File: config.mk
export PLATFORM = sky130hd
export DESIGN_NAME = rational_arithmetic_unit
export DESIGN_NICKNAME = d
export VERILOG_FILES = /design/src/rtl/rau_pkg.sv /design/src/rtl/rational_arithmetic_unit.sv /design/src/rtl/rau_gcd.sv /design/src/rtl/rau_div.sv
export SDC_FILE = /design/constraint.sdc
export NUM_CORES = 2
export LEC_CHECK = 0
export ABC_AREA = 1
export BUFFER_PORTS_ARGS = -buffer_cell sky130_fd_sc_hd__buf_2
export CORE_UTILIZATION = 30
export CTS_BUF_LIST = sky130_fd_sc_hd__clkbuf_8
export CTS_CLUSTER_SIZE = 24
export DETAILED_ROUTE_END_ITERATION = 7
export MAX_ROUTING_LAYER = met4
export PLACE_DENSITY = 0.52
export RECOVER_POWER = 25
export SETUP_SLACK_MARGIN = 0.5
export SLEW_MARGIN = 30
export SYNTH_ARGS = -nofsm -noshare
export SYNTH_HDL_FRONTEND = slang
export SYNTH_SLANG_ARGS = --single-unit
File: constraint.sdc
create_clock -name clk -period 14.2 [get_ports clk]
set_clock_uncertainty 0.1 [all_clocks]
set_input_delay 1.42 -clock clk [delete_from_list [all_inputs] [get_ports clk]]
set_output_delay 1.42 -clock clk [all_outputs]
set_load 0.05 [all_outputs]
File: src/rtl/rau_pkg.sv
// ----------------------------------------------------------------------------
// rau_pkg: shared constants for the rational arithmetic unit
// Operation codes, datapath widths and sequencer state codes.
// ----------------------------------------------------------------------------
package rau_pkg;

  // operation codes
  localparam logic [1:0] CMD_ADD = 2'd0;
  localparam logic [1:0] CMD_SUB = 2'd1;
  localparam logic [1:0] CMD_MUL = 2'd2;
  localparam logic [1:0] CMD_DIV = 2'd3;

  // magnitude width of the raw numerator and denominator
  localparam int MAG_W = 32;
  // width of the common power-of-two count in the gcd unit
  localparam int K_W   = 5;
  // width of the divider step counter
  localparam int CNT_W = 5;

  // sequencer states
  localparam logic [3:0] ST_IDLE = 4'd0;
  localparam logic [3:0] ST_MUL0 = 4'd1;
  localparam logic [3:0] ST_MUL1 = 4'd2;
  localparam logic [3:0] ST_MUL2 = 4'd3;
  localparam logic [3:0] ST_FORM = 4'd4;
  localparam logic [3:0] ST_EVAL = 4'd5;
  localparam logic [3:0] ST_GCD  = 4'd6;
  localparam logic [3:0] ST_DIVN = 4'd7;
  localparam logic [3:0] ST_DIVD = 4'd8;

endpackage

File: src/rtl/rational_arithmetic_unit.sv
// ----------------------------------------------------------------------------
// rational_arithmetic_unit: fraction add/sub/mul/div reduced to lowest terms
// Cross products from one shared multiplier, then a binary gcd and two exact
// divisions on a shared bit-serial divider.
// ----------------------------------------------------------------------------
// Usage:
//   Drive in_cmd and the four 16-bit operands and raise start while busy is
//   low; the transaction is taken at that clock edge and busy stays high
//   until the result has been issued.
//   The result appears on out_res_num, out_res_den and out_err for exactly
//   one cycle with out_valid high. The receiver cannot stall; it must take
//   the result in that cycle.
// Sequence:
//   The products are taken in ST_MUL0, ST_MUL1 and ST_MUL2; ST_FORM forms
//   the raw terms and ST_EVAL tests them. A zero raw denominator (out_err
//   set) or a zero raw numerator returns straight from ST_EVAL. Otherwise
//   the gcd unit runs one step per cycle, and the divider then divides the
//   numerator and then the denominator magnitude by the gcd.
//   A new transaction may start in the cycle the result is shown.
// Reset:
//   rst_n low returns the sequencer to idle and drops out_valid; any
//   transaction in progress is abandoned.
// ----------------------------------------------------------------------------
module rational_arithmetic_unit
  import rau_pkg::*;
(
  input  logic               clk,
  input  logic               rst_n,
  input  logic               start,
  output logic               busy,
  input  logic [1:0]         in_cmd,
  input  logic signed [15:0] in_num_a,
  input  logic signed [15:0] in_den_a,
  input  logic signed [15:0] in_num_b,
  input  logic signed [15:0] in_den_b,
  output logic               out_valid,
  output logic signed [31:0] out_res_num,
  output logic signed [30:0] out_res_den,
  output logic               out_err
);

  logic [3:0]         state_r;
  logic [1:0]         cmd_r;
  logic signed [15:0] na_r;
  logic signed [15:0] da_r;
  logic signed [15:0] nb_r;
  logic signed [15:0] db_r;
  logic signed [31:0] p0_r;
  logic signed [31:0] p1_r;
  logic signed [31:0] p2_r;
  logic signed [32:0] rn_r;
  logic signed [31:0] rd_r;
  logic [MAG_W-1:0]   qn_r;
  logic               valid_r;
  logic signed [31:0] res_num_r;
  logic signed [30:0] res_den_r;
  logic               err_r;

  logic signed [15:0] mul_x;
  logic signed [15:0] mul_y;
  logic signed [31:0] mul_p;
  logic signed [32:0] rn_form;
  logic signed [32:0] rn_neg;
  logic signed [31:0] rd_neg;
  logic [MAG_W-1:0]   mag_n;
  logic [MAG_W-1:0]   mag_d;

  logic               gcd_start;
  logic               gcd_done;
  logic [MAG_W-1:0]   gcd_val;
  logic               div_start;
  logic [MAG_W-1:0]   div_dividend;
  logic               div_done;
  logic [MAG_W-1:0]   div_quot;
  logic [MAG_W-1:0]   quot_neg;

  // shared multiplier operand select
  always_comb begin
    case (state_r)
      ST_MUL0: begin
        mul_x = na_r;
        mul_y = (cmd_r == CMD_MUL) ? nb_r : db_r;
      end
      ST_MUL1: begin
        mul_x = nb_r;
        mul_y = da_r;
      end
      default: begin
        mul_x = da_r;
        mul_y = db_r;
      end
    endcase
  end

  assign mul_p = mul_x * mul_y;

  always_comb begin
    case (cmd_r)
      CMD_ADD: rn_form = {p0_r[31], p0_r} + {p1_r[31], p1_r};
      CMD_SUB: rn_form = {p0_r[31], p0_r} - {p1_r[31], p1_r};
      default: rn_form = {p0_r[31], p0_r};
    endcase
  end

  assign rn_neg = -rn_r;
  assign rd_neg = -rd_r;
  assign mag_n  = rn_r[32] ? rn_neg[31:0] : rn_r[31:0];
  assign mag_d  = rd_r[31] ? rd_neg : rd_r;

  assign gcd_start    = (state_r == ST_EVAL) && (rd_r != '0) && (rn_r != '0);
  assign div_start    = gcd_done || ((state_r == ST_DIVN) && div_done);
  assign div_dividend = (state_r == ST_GCD) ? mag_n : mag_d;
  assign quot_neg     = -div_quot;

  rau_gcd u_gcd (
    .clk   (clk),
    .rst_n (rst_n),
    .start (gcd_start),
    .a_in  (mag_n),
    .b_in  (mag_d),
    .done  (gcd_done),
    .gcd   (gcd_val)
  );

  // divisor stays on gcd_val: the gcd unit holds it until it finishes its next run
  rau_div u_div (
    .clk      (clk),
    .rst_n    (rst_n),
    .start    (div_start),
    .dividend (div_dividend),
    .divisor  (gcd_val),
    .done     (div_done),
    .quot     (div_quot)
  );

  always_ff @(posedge clk) begin
    if (!rst_n) begin
      state_r <= ST_IDLE;
      valid_r <= 1'b0;
    end else begin
      valid_r <= 1'b0;
      case (state_r)
        ST_IDLE: begin
          if (start) begin
            cmd_r   <= in_cmd;
            na_r    <= in_num_a;
            da_r    <= in_den_a;
            nb_r    <= in_num_b;
            db_r    <= in_den_b;
            state_r <= ST_MUL0;
          end
        end
        ST_MUL0: begin
          p0_r    <= mul_p;
          state_r <= ST_MUL1;
        end
        ST_MUL1: begin
          p1_r    <= mul_p;
          state_r <= ST_MUL2;
        end
        ST_MUL2: begin
          p2_r    <= mul_p;
          state_r <= ST_FORM;
        end
        ST_FORM: begin
          rn_r    <= rn_form;
          rd_r    <= (cmd_r == CMD_DIV) ? p1_r : p2_r;
          state_r <= ST_EVAL;
        end
        ST_EVAL: begin
          if (rd_r == '0) begin
            res_num_r <= '0;
            res_den_r <= '0;
            err_r     <= 1'b1;
            valid_r   <= 1'b1;
            state_r   <= ST_IDLE;
          end else if (rn_r == '0) begin
            // zero numerator: hand back the raw denominator unreduced
            res_num_r <= '0;
            res_den_r <= rd_r[30:0];
            err_r     <= 1'b0;
            valid_r   <= 1'b1;
            state_r   <= ST_IDLE;
          end else begin
            state_r <= ST_GCD;
          end
        end
        ST_GCD: begin
          if (gcd_done) begin
            state_r <= ST_DIVN;
          end
        end
        ST_DIVN: begin
          if (div_done) begin
            qn_r    <= div_quot;
            state_r <= ST_DIVD;
          end
        end
        ST_DIVD: begin
          if (div_done) begin
            // restore the signs: division is exact
            res_num_r <= rn_r[32] ? -qn_r : qn_r;
            res_den_r <= rd_r[31] ? quot_neg[30:0] : div_quot[30:0];
            err_r     <= 1'b0;
            valid_r   <= 1'b1;
            state_r   <= ST_IDLE;
          end
        end
        default: begin
          state_r <= ST_IDLE;
        end
      endcase
    end
  end

  assign busy        = (state_r != ST_IDLE);
  assign out_valid   = valid_r;
  assign out_res_num = res_num_r;
  assign out_res_den = res_den_r;
  assign out_err     = err_r;

endmodule

File: src/rtl/rau_gcd.sv
// ----------------------------------------------------------------------------
// rau_gcd: iterative binary gcd
// One compare/subtract/shift step per cycle over two nonzero magnitudes.
// ----------------------------------------------------------------------------
module rau_gcd
  import rau_pkg::*;
(
  input  logic             clk,
  input  logic             rst_n,
  input  logic             start,
  input  logic [MAG_W-1:0] a_in,
  input  logic [MAG_W-1:0] b_in,
  output logic             done,
  output logic [MAG_W-1:0] gcd
);

  logic [MAG_W-1:0] a_r;
  logic [MAG_W-1:0] b_r;
  logic [MAG_W-1:0] g_r;
  logic [K_W-1:0]   k_r;
  logic             run_r;
  logic             done_r;
  logic             a_gt_b;
  logic [MAG_W-1:0] diff;

  assign a_gt_b = a_r > b_r;
  assign diff   = a_gt_b ? (a_r - b_r) : (b_r - a_r);

  always_ff @(posedge clk) begin
    if (!rst_n) begin
      run_r  <= 1'b0;
      done_r <= 1'b0;
    end else begin
      done_r <= 1'b0;
      if (start) begin
        a_r   <= a_in;
        b_r   <= b_in;
        k_r   <= '0;
        run_r <= 1'b1;
      end else if (run_r) begin
        if (b_r == '0) begin
          g_r    <= a_r << k_r;
          done_r <= 1'b1;
          run_r  <= 1'b0;
        end else if (!a_r[0] && !b_r[0]) begin
          // pull out a common factor of two
          a_r <= a_r >> 1;
          b_r <= b_r >> 1;
          k_r <= k_r + K_W'(1);
        end else if (!a_r[0]) begin
          a_r <= a_r >> 1;
        end else if (!b_r[0]) begin
          b_r <= b_r >> 1;
        end else if (a_gt_b) begin
          // both odd: difference is even, halve it right away
          a_r <= diff >> 1;
        end else begin
          b_r <= diff >> 1;
        end
      end
    end
  end

  assign done = done_r;
  assign gcd  = g_r;

endmodule

File: src/rtl/rau_div.sv
// ----------------------------------------------------------------------------
// rau_div: restoring unsigned divider
// One quotient bit per cycle; shared by the numerator and denominator steps.
// ----------------------------------------------------------------------------
module rau_div
  import rau_pkg::*;
(
  input  logic             clk,
  input  logic             rst_n,
  input  logic             start,
  input  logic [MAG_W-1:0] dividend,
  input  logic [MAG_W-1:0] divisor,
  output logic             done,
  output logic [MAG_W-1:0] quot
);

  logic [MAG_W-1:0] acc_r;
  logic [MAG_W-1:0] q_r;
  logic [MAG_W-1:0] d_r;
  logic [CNT_W-1:0] cnt_r;
  logic             run_r;
  logic             done_r;
  logic [MAG_W+1:0] trial;
  logic             borrow;

  assign trial  = {1'b0, acc_r, q_r[MAG_W-1]} - {2'b00, d_r};
  assign borrow = trial[MAG_W+1];

  always_ff @(posedge clk) begin
    if (!rst_n) begin
      run_r  <= 1'b0;
      done_r <= 1'b0;
    end else begin
      done_r <= 1'b0;
      if (start) begin
        acc_r <= '0;
        q_r   <= dividend;
        d_r   <= divisor;
        cnt_r <= '0;
        run_r <= 1'b1;
      end else if (run_r) begin
        // keep the partial remainder on borrow, else take the difference
        if (borrow) begin
          acc_r <= {acc_r[MAG_W-2:0], q_r[MAG_W-1]};
        end else begin
          acc_r <= trial[MAG_W-1:0];
        end
        q_r   <= {q_r[MAG_W-2:0], ~borrow};
        cnt_r <= cnt_r + CNT_W'(1);
        if (cnt_r == CNT_W'(MAG_W - 1)) begin
          run_r  <= 1'b0;
          done_r <= 1'b1;
        end
      end
    end
  end

  assign done = done_r;
  assign quot = q_r;

endmodule

==> results.md <==
* Commonest cells after routing, fill and taps aside: nand2_1, inv_1, nor2_1
* Initial antenna violation count at 5
* Starting density of the core at 0.3022
* Die H at about 400 microns
* Status: finished, violations left
* Critical path fanouts, max at 43
* Final Max Slew Viols at 316
* Crit-path max cell delay at 1.50 ns
* Crit. End Element: flip-flop
* Vias in the first global route at slightly below 40,000
* FP Rows at approximately 140
* CTS tree: done
* Drt first-iter violations at 3,642
* Final setup viols at 0
* Mapped Avg Cell Area at 7.808 sq um
* Hold Path Class: reg -> reg
* Total I/O pin count at 135
* Slew margin rel. at -1.407
* Post-route setup TNS at 0 ns
* Post-CTS setup buffers at 0
* Max reg flops at 33
* Sequential area share after synthesis at 0.3522
* Minimum clock period at 9.766 ns
* Filler cells at 15,980
* Crit-path most repeated cell: fa_1
* Hold Path Depth at 0
* Yosys cell types at 54
* Vias/cell at 4.945
* Max Buffers Root-to-Sink at 3
* GP Congestion at a little under 1
* GRT Overall Usage at 0.2286
* Reg2Reg Launch Point: cmd_r[1]
* Reg2reg path depth at 27
* Core area at 0.1498 sq mm
* Fin util at 0.3372
* Drt pass-1 iters at 7
* Cells after Synth at 5,798
* NumNets Final at approximately 6,500
* Share of layout cells above drive strength 1 at 0.06822
* Crit path required time at 14.60 ns
* Total Routed Length at 170.0 mm
* Share of async-settable or async-resettable flops after synthesis at 0
* Die Wd at 390.5 microns
* Mapped cell area at 0.04527 sq mm
* Full die area at 0.1525 sq mm
* Worst slew pin tran at 3.610 ns
* DRC Markers at 0
* Total CTS buffers at slightly above 100
* CP Launch Point: cmd_r[1]
* FMAX at ~0.10 GHz
* Final ANT Viol Nets at 0
* Post-CTS Hold Buffers at 0
* First-pass GRT wire length at 251.8 mm
* Port Buffers at 134
* Largest net degree at the start of global routing at roughly 70
* Startpoint Class: flip-flop
* Syn_nets at 6,352
* DPL Wire Length at 137.2 mm
* Most flop-heavy register: rn_r
* CTS root buf: clkbuf_8
* Synthesis-to-finish area growth at 11.55%
* Slowest-stage cell, CP: clkbuf_1
* EDFF count, synth at 525
* Final period util at 0.6877
* Top FF cell, synth: edfxtp_1
* Worst-path clk slew at 0.06 ns
* # H-tree levels at 3
* Arrival time worst endpoint at 10.16 ns
* Hold_sp: u_gcd.gcd[13]
* Clock latency on the worst-skew pair at between 0.8 and 0.9 ns
* YS warnings at 0
* Max_cap viols at 7
* Seq cells post-synth at 534
* Gates resized, CTS repair at 0
* Commonest non-fill, non-tap cell in the layout: nand2_1
* Critical path class: reg -> reg
* Gr ovfl total at 0
* Worst hold margin at 0.3172 ns
* RSZ-0062 raised after global routing: no
* Clock sink total at 534
* Via count at 39,710
* Wirelength per Cell at 21.17 microns
* Failing checks: max-capacitance violations, max-slew violations
* Final Hold Fails at 0
[critical path: cells and delay by family (launching register included)]
family          cells  cell delay [ns]
fa+ha+maj           7             3.95
buf+inv             9             2.51
simple gates        8             1.65
compound gates      2             0.74
flops               1             0.32
xor+xnor            1             0.16
[cell families (layout without fill, tap and decap cells)]
| logic type | count (synthesis) | count (layout) | share of synthesized area |
|---|---|---|---|
| buffers and inverters | 1156 | 1368 | 0.09718 |
| AOI/OAI and AO/OA | 822 | 822 | 0.1016 |
| muxes | 16 | 16 | 0.003704 |
| other | 0 | 4 | 0 |
| DFF | 534 | 534 | 0.3522 |
| and+or+nand+nor | 2637 | 2637 | 0.2385 |
| adders and majority gates | 485 | 485 | 0.1782 |
| xor gates and xnor gates | 148 | 148 | 0.02863 |
[routing by layer]
| layer | routed length (microns) | track usage |
|---|---|---|
| met2 | 79660 | 0.3663 |
| met3 | 9255 | 0.02238 |
| met1 | 75710 | 0.3022 |
| met4 | 5357 | 0.07572 |
| met5 | 0 | - |
[cell usage after synthesis (6+ instances only)]
| cell type | n | area [sq um] |
|---|---|---|
| buf_2 | 30 | 150.1 |
| a22oi_1 | 6 | 45.04 |
| a21o_1 | 12 | 90.09 |
| inv_1 | 961 | 3607 |
| or2_2 | 24 | 150.1 |
| nor2_1 | 670 | 2515 |
| o22ai_1 | 10 | 62.56 |
| mux2_2 | 6 | 67.56 |
| a31oi_1 | 11 | 68.82 |
| mux2i_1 | 10 | 100.1 |
| ha_1 | 219 | 2740 |
| o21bai_1 | 39 | 292.8 |
| nor4_1 | 22 | 137.6 |
| fa_1 | 266 | 5325 |
| nand2_1 | 1424 | 5345 |
| buf_1 | 13 | 48.80 |
| a21oi_2 | 11 | 96.34 |
| a21boi_0 | 9 | 67.56 |
| o211ai_1 | 21 | 157.7 |
| nand4_1 | 66 | 412.9 |
| xor2_1 | 102 | 893.4 |
| xnor2_1 | 46 | 402.9 |
| dfxtp_1 | 9 | 180.2 |
| nor3_1 | 68 | 340.3 |
| edfxtp_1 | 525 | 15770 |
| o21ai_0 | 360 | 1802 |
| o21a_1 | 6 | 45.04 |
| nand3_1 | 331 | 1657 |
| inv_2 | 23 | 86.33 |
| nand3b_1 | 14 | 105.1 |
| o31ai_1 | 13 | 97.59 |
| a21oi_1 | 302 | 1511 |
| clkbuf_1 | 116 | 435.4 |
| clkinv_1 | 8 | 30.03 |
[cell type report]
cell class	count	area (sq um)	share of cell area
multi-input cells	4108	25020	0.4955
flip-flops and latches	534	15950	0.3158
inverters	992	3724	0.07374
well taps	2016	2522	0.04995
clock buffers	106	1459	0.02889
repair buffers	189	1075	0.02128
clock inverters	81	739.5	0.01464
diodes	4	10.01	0.0001982
[stage by stage]
step	cell area, sq um	cells	worst slack [ns]
6_report	50500	8030	4.434
5_1_grt	50500	8029	3.713
4_1_cts	50530	8025	5.217
3_5_place_dp	48340	7838	5.225
3_3_place_gp	48280	7836	5.191
2_1_floorplan	45270	5798	6.935
[final timing paths]
path / end / slack, ns
min: u_div.d_r[13] / 0.32
max reg2reg: p1_r[27] / 4.43
max: p1_r[27] / 4.43
min reg2reg: u_div.d_r[13] / 0.32
Power is left out: the tool's default activity adds up to more than one toggle a clock period on the data nets, which glitch-free logic cannot reach.
